<file path="src/hdl/dwd_pkg.sv">
`timescale 1ns / 1ps
// ----------------------------------------------------------------------------
// dwd_pkg: shared types and constants for the deque with delete
// Sizes, operation codes, transaction structs and the cell control bundle.
// ----------------------------------------------------------------------------
package dwd_pkg;

  // Number of cells in the row and width of one stored handle.
  localparam int DEPTH      = 16;
  localparam int ITEM_WIDTH = 32;

  // Width of the entry count, which must hold DEPTH itself.
  localparam int COUNT_W = $clog2(DEPTH + 1);

  // Widths fixed by the transaction format.
  localparam int IN_ITEM_W   = 32;
  localparam int OUT_ITEM_W  = 32;
  localparam int OUT_COUNT_W = 5;

  // Operation codes.
  typedef enum logic [1:0] {
    KIND_PREPEND = 2'd0,
    KIND_APPEND  = 2'd1,
    KIND_DEQUEUE = 2'd2,
    KIND_DELETE  = 2'd3
  } kind_e;

  typedef logic [ITEM_WIDTH-1:0] item_t;
  typedef logic [COUNT_W-1:0]    count_t;

  // Input transaction.
  typedef struct packed {
    logic [1:0]           kind;
    logic [IN_ITEM_W-1:0] item_value;
  } dwd_in_t;

  // Result transaction.
  typedef struct packed {
    logic                  status;
    logic [OUT_ITEM_W-1:0] removed_item;
    logic [OUT_COUNT_W-1:0] count_after;
    logic [OUT_ITEM_W-1:0] front_item;
  } dwd_out_t;

  // Contents of one cell as seen by its neighbors.
  typedef struct packed {
    logic  valid;
    item_t val;
  } cell_data_t;

  // Control broadcast to every cell.
  typedef struct packed {
    logic  capture;    // latch the match flag against probe
    item_t probe;      // handle of the incoming transaction
    logic  prepend;    // shift toward the back, new handle at the front
    logic  append;     // first empty cell takes the handle
    logic  dequeue;    // shift toward the front
    logic  delete_en;  // shift toward the front from the first match on
    item_t handle;     // handle of the operation being executed
  } cell_ctrl_t;

endpackage

</file>
<file path="src/hdl/deque_with_delete.sv">
`timescale 1ns / 1ps
// ----------------------------------------------------------------------------
// deque_with_delete: bounded double-ended queue of nonzero handles
// A row of shifting cells with the front in cell 0 supports prepend, append,
// dequeue and delete of the frontmost matching handle.
//
//   channel  | handshake           | payload
//   ---------+---------------------+-------------------------------------
//   command  | start, busy         | cmd.kind, cmd.item_value
//   result   | done (one cycle)    | result.status, removed_item,
//            |                     | count_after, front_item
//
// In the accept cycle every cell compares its handle with the incoming one,
// and in the next cycle (busy high) the row shifts along the match chain.
// The result strobes in the cycle after. No transaction is accepted while
// busy is high. Reset clears the count and every valid bit at once, with
// no clearing pass. The receiver cannot stall.
// ----------------------------------------------------------------------------
module deque_with_delete
  import dwd_pkg::*;
(
  input  logic     clk,
  input  logic     rst,
  input  logic     start,
  input  dwd_in_t  cmd,
  output logic     busy,
  output logic     done,
  output dwd_out_t result
);

  typedef enum logic {
    ST_IDLE,
    ST_EXEC
  } state_e;

  state_e     state;
  kind_e      op_kind;
  item_t      op_handle;
  count_t     count;
  count_t     count_next;
  logic       accept;
  logic       exec;
  logic       ok;
  logic       can_add;
  cell_ctrl_t ctrl;
  cell_data_t head;
  cell_data_t tail;
  cell_data_t cur [DEPTH];
  cell_data_t nxt [DEPTH];
  logic       found [DEPTH+1];
  logic [DEPTH-1:0] valid_vec;

  assign busy   = (state == ST_EXEC);
  assign accept = start && !busy;
  assign exec   = busy;

  // Success of the operation held in the execute cycle.
  assign can_add = (op_handle != '0) && (count < COUNT_W'(DEPTH));
  always_comb begin
    unique case (op_kind)
      KIND_PREPEND: ok = can_add;
      KIND_APPEND:  ok = can_add;
      KIND_DEQUEUE: ok = (count != '0);
      KIND_DELETE:  ok = (op_handle != '0) && found[DEPTH];
      default:      ok = 1'b0;
    endcase
  end

  // Control broadcast to the cell row.
  always_comb begin
    ctrl.capture   = accept;
    ctrl.probe     = cmd.item_value[ITEM_WIDTH-1:0];
    ctrl.prepend   = exec && (op_kind == KIND_PREPEND) && can_add;
    ctrl.append    = exec && (op_kind == KIND_APPEND) && can_add;
    ctrl.dequeue   = exec && (op_kind == KIND_DEQUEUE) && (count != '0);
    ctrl.delete_en = exec && (op_kind == KIND_DELETE) && (op_handle != '0);
    ctrl.handle    = op_handle;
  end

  // Ends of the row: the new handle enters at the front, emptiness at the back.
  assign head     = '{valid: 1'b1, val: op_handle};
  assign tail     = '{valid: 1'b0, val: '0};
  assign found[0] = 1'b0;

  // Row of cells, each wired to its two neighbors.
  for (genvar i = 0; i < DEPTH; i++) begin : g_cell
    cell_data_t left_in;
    cell_data_t right_in;
    if (i == 0) begin : g_first
      assign left_in = head;
    end else begin : g_mid_l
      assign left_in = cur[i-1];
    end
    if (i == DEPTH - 1) begin : g_last
      assign right_in = tail;
    end else begin : g_mid_r
      assign right_in = cur[i+1];
    end
    dwd_cell u_cell (
      .clk       (clk),
      .rst       (rst),
      .ctrl      (ctrl),
      .left      (left_in),
      .right     (right_in),
      .found_in  (found[i]),
      .found_out (found[i+1]),
      .data      (cur[i]),
      .data_next (nxt[i])
    );
    assign valid_vec[i] = cur[i].valid;
  end

  // Count after the operation.
  always_comb begin
    count_next = count;
    if (ok) begin
      unique case (op_kind) inside
        KIND_PREPEND, KIND_APPEND: count_next = count + COUNT_W'(1);
        KIND_DEQUEUE, KIND_DELETE: count_next = count - COUNT_W'(1);
        default:                   count_next = count;
      endcase
    end
  end

  // Sequencer, count and result registers.
  always_ff @(posedge clk) begin
    if (rst) begin
      state <= ST_IDLE;
      count <= '0;
      done  <= 1'b0;
    end else begin
      done <= 1'b0;
      unique case (state)
        ST_IDLE: begin
          if (accept) begin
            state <= ST_EXEC;
          end
        end
        ST_EXEC: begin
          state <= ST_IDLE;
          count <= count_next;
          done  <= 1'b1;
        end
        default: state <= ST_IDLE;
      endcase
      if (exec) begin
        result.status       <= !ok;
        result.removed_item <= (ok && (op_kind == KIND_DEQUEUE)) ?
                               OUT_ITEM_W'(cur[0].val) : '0;
        result.count_after  <= OUT_COUNT_W'(count_next);
        result.front_item   <= nxt[0].valid ? OUT_ITEM_W'(nxt[0].val) : '0;
      end
    end
  end

  // Command payload registers.
  always_ff @(posedge clk) begin
    if (accept) begin
      op_kind   <= kind_e'(cmd.kind);
      op_handle <= cmd.item_value[ITEM_WIDTH-1:0];
    end
  end

  // The valid cells always match the entry count.
  a_valid_count: assert property (@(posedge clk) disable iff (rst)
    $countones(valid_vec) == 32'(count))
    else $error("valid cells disagree with entry count");

  // A result follows an execute cycle.
  a_done_after_exec: assert property (@(posedge clk) disable iff (rst)
    done |-> $past(state == ST_EXEC))
    else $error("result strobe without an execute cycle");

  // The reported count is the stored count.
  a_count_reported: assert property (@(posedge clk) disable iff (rst)
    done |-> (32'(result.count_after) == 32'(count)))
    else $error("reported count differs from stored count");

  // A removed handle is only reported on success.
  a_removed_ok: assert property (@(posedge clk) disable iff (rst)
    (done && (result.removed_item != '0)) |-> !result.status)
    else $error("removed handle reported with an error status");

  // The front cell holds an entry exactly when the count is nonzero.
  a_front_valid: assert property (@(posedge clk) disable iff (rst)
    cur[0].valid == (count != '0))
    else $error("front cell validity disagrees with count");

endmodule

</file>
<file path="src/hdl/dwd_cell.sv">
`timescale 1ns / 1ps
// ----------------------------------------------------------------------------
// dwd_cell: one storage cell of the deque row
// Holds one handle and its valid bit, and takes its neighbor's contents or
// the new handle when the row shifts.
// ----------------------------------------------------------------------------
module dwd_cell
  import dwd_pkg::*;
(
  input  logic       clk,
  input  logic       rst,
  input  cell_ctrl_t ctrl,
  input  cell_data_t left,       // neighbor toward the front
  input  cell_data_t right,      // neighbor toward the back
  input  logic       found_in,   // a match lies in front of this cell
  output logic       found_out,  // a match lies here or in front
  output cell_data_t data,
  output cell_data_t data_next
);

  logic  valid;
  item_t val;
  logic  match;
  logic  hit;

  assign data = '{valid: valid, val: val};

  // A match only counts on a cell that holds an entry.
  assign hit       = match & valid;
  assign found_out = found_in | hit;

  // Select what this cell holds after the operation.
  always_comb begin
    data_next = data;
    if (ctrl.prepend) begin
      data_next = left;
    end else if (ctrl.append) begin
      if (!valid && left.valid) begin
        data_next = '{valid: 1'b1, val: ctrl.handle};
      end
    end else if (ctrl.dequeue) begin
      data_next = right;
    end else if (ctrl.delete_en && found_out) begin
      data_next = right;
    end
  end

  // Valid bit is control state and is cleared by reset.
  always_ff @(posedge clk) begin
    if (rst) begin
      valid <= 1'b0;
    end else begin
      valid <= data_next.valid;
    end
  end

  // Stored handle and the match flag for a pending delete.
  always_ff @(posedge clk) begin
    val <= data_next.val;
    if (ctrl.capture) begin
      match <= (val == ctrl.probe);
    end
  end

endmodule

</file>
<file path="config.mk">
export PLATFORM = sky130hd
export DESIGN_NAME = deque_with_delete
export DESIGN_NICKNAME = d
export VERILOG_FILES = /design/src/hdl/dwd_pkg.sv /design/src/hdl/deque_with_delete.sv /design/src/hdl/dwd_cell.sv
export SDC_FILE = /design/constraint.sdc
export NUM_CORES = 2
export LEC_CHECK = 0
export BUFFER_PORTS_ARGS = -buffer_cell sky130_fd_sc_hd__buf_2
export CAP_MARGIN = 10
export CORE_MARGIN = 2
export CORE_UTILIZATION = 40
export CTS_BUF_LIST = sky130_fd_sc_hd__clkbuf_2
export DETAILED_ROUTE_END_ITERATION = 8
export PLACE_DENSITY_LB_ADDON = 0.15
export SLEW_MARGIN = 15
export SYNTH_ARGS = -nofsm -noshare
export SYNTH_HDL_FRONTEND = slang
export SYNTH_SLANG_ARGS = --single-unit
</file>
<file path="constraint.sdc">
create_clock -name clk -period 6.02 [get_ports clk]
set_input_delay 1.204 -clock clk [delete_from_list [all_inputs] [get_ports clk]]
set_output_delay 1.204 -clock clk [all_outputs]
set_load 0.02 [all_outputs]
</file>
==> results.json <==
{
  "setup_viol": 0,
  "yosysTopAreaCellShare_pct": 51.33,
  "crit_path_top_delay_cell": "nor4_1",
  "area_delta_synth_final_pct": 8.847,
  "dr.first_iter.drc_count": 2955,
  "rsz0062_at_grt": "no",
  "synth.area.mux_share_pct": 0.3564,
  "end_kind": "flip-flop",
  "fin_nets": 3546,
  "period_minus_slack_ns": 4.210,
  "slew-limit-headroom_pct": 19.24,
  "fmax_ghz": 0.2375,
  "register_area_sq_mm": 0.01912,
  "synth_compound_area_share_pct": 16.26,
  "cts_max_level": 4,
  "drc": 0,
  "ys_seq_area_share_pct": 54.46,
  "async_flop_share_pct": 0,
  "final.setup.tns_ns": 0,
  "avgRoutedWirePerCell_um": 25.52,
  "syn_inst": 3487,
  "clock_skew_ns": 0.1165,
  "multi_input_area_sq_mm": 0.01475,
  "drt_wl_total_um": 122700,
  "path_class": "flip-flop to flip-flop",
  "vias": 27140,
  "vias_per_cell": 5.644,
  "slowest_delay_ns": 0.90,
  "ys_ff_latch": 655,
  "synth_top_flop_cell": "edfxtp_1",
  "drv_slew": 0,
  "cts_inserted_buffers": 180,
  "die_y_um": 300.2,
  "syn_area_per_cell_sq_um": 10.07,
  "syn-num-nets": 3528,
  "dieArea_sq_mm": 0.09014,
  "path_clk_slew_ns": 0.11,
  "initial_core_util_pct": 40.40,
  "final_util_pct": 43.97,
  "grt_antenna_before_repair": 8,
  "num_rows": 108,
  "root_buffer": "clkbuf_2",
  "required_ns": 7.19,
  "dieWidth_um": 300.2,
  "drv_cap": 0,
  "grt_max_degree": 277,
  "hold_violations": 0,
  "cts_tree": "done",
  "leakage_nw": 14.38,
  "crit_chain": "nor4_1, and4_1, a21o_4, nand2_1, a2bb2oi_4, buf_12, buf_16",
  "clock-sinks": 655,
  "synth_edf_count": 600,
  "ys_types": 55,
  "r2r_slack_ns": 1.81,
  "ant_nets": 0,
  "p_per_area_mw_per_mm2": 273.9,
  "firstDrtPassIters": 6,
  "layout_commonest_cell": "edfxtp_1",
  "cts_buffer_depth": 3,
  "hold_class": "input port to flip-flop",
  "place.gp.congestion": 0.9821,
  "synthXorXnorAreaFrac_pct": 12.90,
  "synth-simple-area-share_pct": 11.66,
  "yosys_warnings": 0,
  "final_cell_mix": "600 x edfxtp_1, 513 x xor2_1, 493 x a21oi_1",
  "tightest_slew_ns": 1.211,
  "dp_hpwl_um": 90170,
  "ioPinCount": 109,
  "vdd_drop_max_v": 0.0001559,
  "grt.total_usage_pct": 26.61,
  "grt_overflow": 0,
  "synthTopCellsByArea": "edfxtp_1 51%, xor2_1 13%, a21oi_1 7.1%, o21ai_0 6.5%, nand2_1 5.2%",
  "drive_gt1_share_pct": 13.78,
  "nFillCells": 8492,
  "clk_latency_ns": 1.47,
  "critPathMaxFanout": 36,
  "grt_pass1_vias": 26050,
  "port_buffers": 108,
  "worstPathArrival_ns": 5.38,
  "synthAdderAreaFrac_pct": 0.1640,
  "grt_pass1_wl_um": 176300,
  "finalCritPeriodShare_pct": 69.94,
  "core_area_sq_mm": 0.08689,
  "yosysTopAreaCell": "edfxtp_1",
  "syn_area_sq_mm": 0.03510,
  "synth_top_family_by_area": "compound AO/OA/AOI/OAI gates",
  "status": "finished, final reports clean",
  "critPathLaunchType": "flip-flop"
}
## cell type report
class | instances | area share, %
flip-flops and latches | 655 | 50.04
multi-input cells | 2470 | 38.59
well taps | 1155 | 3.782
clock buffers | 287 | 3.759
repair buffers | 154 | 2.613
clock inverters | 41 | 0.7434
inverters | 44 | 0.4519
diodes | 3 | 0.01965
## cell usage after synthesis (3+ instances only)
| cell type | count |
|---|---|
| a211oi_1 | 5 |
| a21boi_0 | 3 |
| a21o_1 | 9 |
| a21oi_1 | 496 |
| a221o_1 | 17 |
| a221oi_2 | 18 |
| a22oi_1 | 3 |
| a2bb2oi_1 | 6 |
| a311o_1 | 3 |
| a31oi_1 | 4 |
| and2_1 | 94 |
| and4_1 | 3 |
| buf_1 | 14 |
| buf_2 | 59 |
| buf_6 | 5 |
| clkbuf_1 | 240 |
| dfxtp_1 | 55 |
| edfxtp_1 | 600 |
| ha_1 | 3 |
| inv_1 | 42 |
| mux2_2 | 4 |
| mux2i_1 | 8 |
| nand2_1 | 487 |
| nand2b_1 | 11 |
| nand3_1 | 6 |
| nand4_1 | 35 |
| nor2_1 | 102 |
| nor3_1 | 5 |
| nor4_1 | 134 |
| o2111ai_1 | 3 |
| o211ai_1 | 4 |
| o21ai_0 | 458 |
| or3_1 | 5 |
| xnor2_1 | 4 |
| xor2_1 | 513 |
## power by group
group / internal, mW / switching (mW)
Clock: 1.43 / 1.99
Sequential: 5.27 / 0.275
Combinational: 0.464 / 1.03
Total: 7.16 / 3.30
## metal layers
metal | routed length, um | global-route usage [%] | part of all wire (%)
met5 | 10 | 0 | 0.0081
met4 | 6732 | 14.31 | 5.5
met3 | 7729 | 4.075 | 6.3
met2 | 56550 | 42.15 | 46
met1 | 51720 | 35.15 | 42
## through the flow
step | instances | power (mW) | worst slack [ns] | hold WS, ns | area, sq um
after floorplan | 3487 | 6.516 | 0.9815 | 0.4606 | 35100
after global placement | 4473 | 7.090 | 2.034 | 0.4903 | 36380
after detailed placement | 4475 | 7.118 | 1.982 | 0.5084 | 36430
after CTS | 4805 | 10.54 | 1.884 | 0.05515 | 38170
after global routing | 4809 | 10.89 | 1.726 | 0.08460 | 38210
final | 4809 | 10.47 | 1.810 | 0.1803 | 38210
## cell families (layout without fill, tap and decap cells)
logic type,Yosys count,after routing
mux,12,12
fa+ha+maj,4,4
flops,655,655
compound gates,1048,1048
simple gates,889,889
buf+inv,362,526
other cells,0,3
xor+xnor,517,517
## sequential cells by signal, summed over array words and instances (netlist names)
| signal | count |
|---|---|
| op_handle | 32 |
| g_cell.u_cell.val | 512 |
| g_cell.u_cell.match | 16 |
| result | 70 |
| g_cell.u_cell.valid | 16 |
| busy | 1 |
| op_kind | 2 |
| done | 1 |
| count | 5 |
## final timing paths
kind,startpoint,to,cells after the start
min reg2reg,count[3],count[3],2
min,cmd[17],op_handle[17],1
max,op_handle[13],g_cell[12].u_cell.val[25],7
max reg2reg,op_handle[13],g_cell[12].u_cell.val[25],7
## repair_timing
item                       4_1_cts  5_1_grt
gates resized for setup          0        0
buffers inserted                 0        0
hold buffers                     2        0
hold endpoints to repair         2        0
setup endpoints to repair        0        0
## critical path: cells and delay by family (launching register included)
family                 cells  cell delay [ns]
flip-flops                 1             0.43
AO/OA/AOI/OAI              2             0.87
AND/OR/NAND/NOR            3             2.21
buffers and inverters      2             0.37
Note: power is estimated with default switching activity, not from simulation.
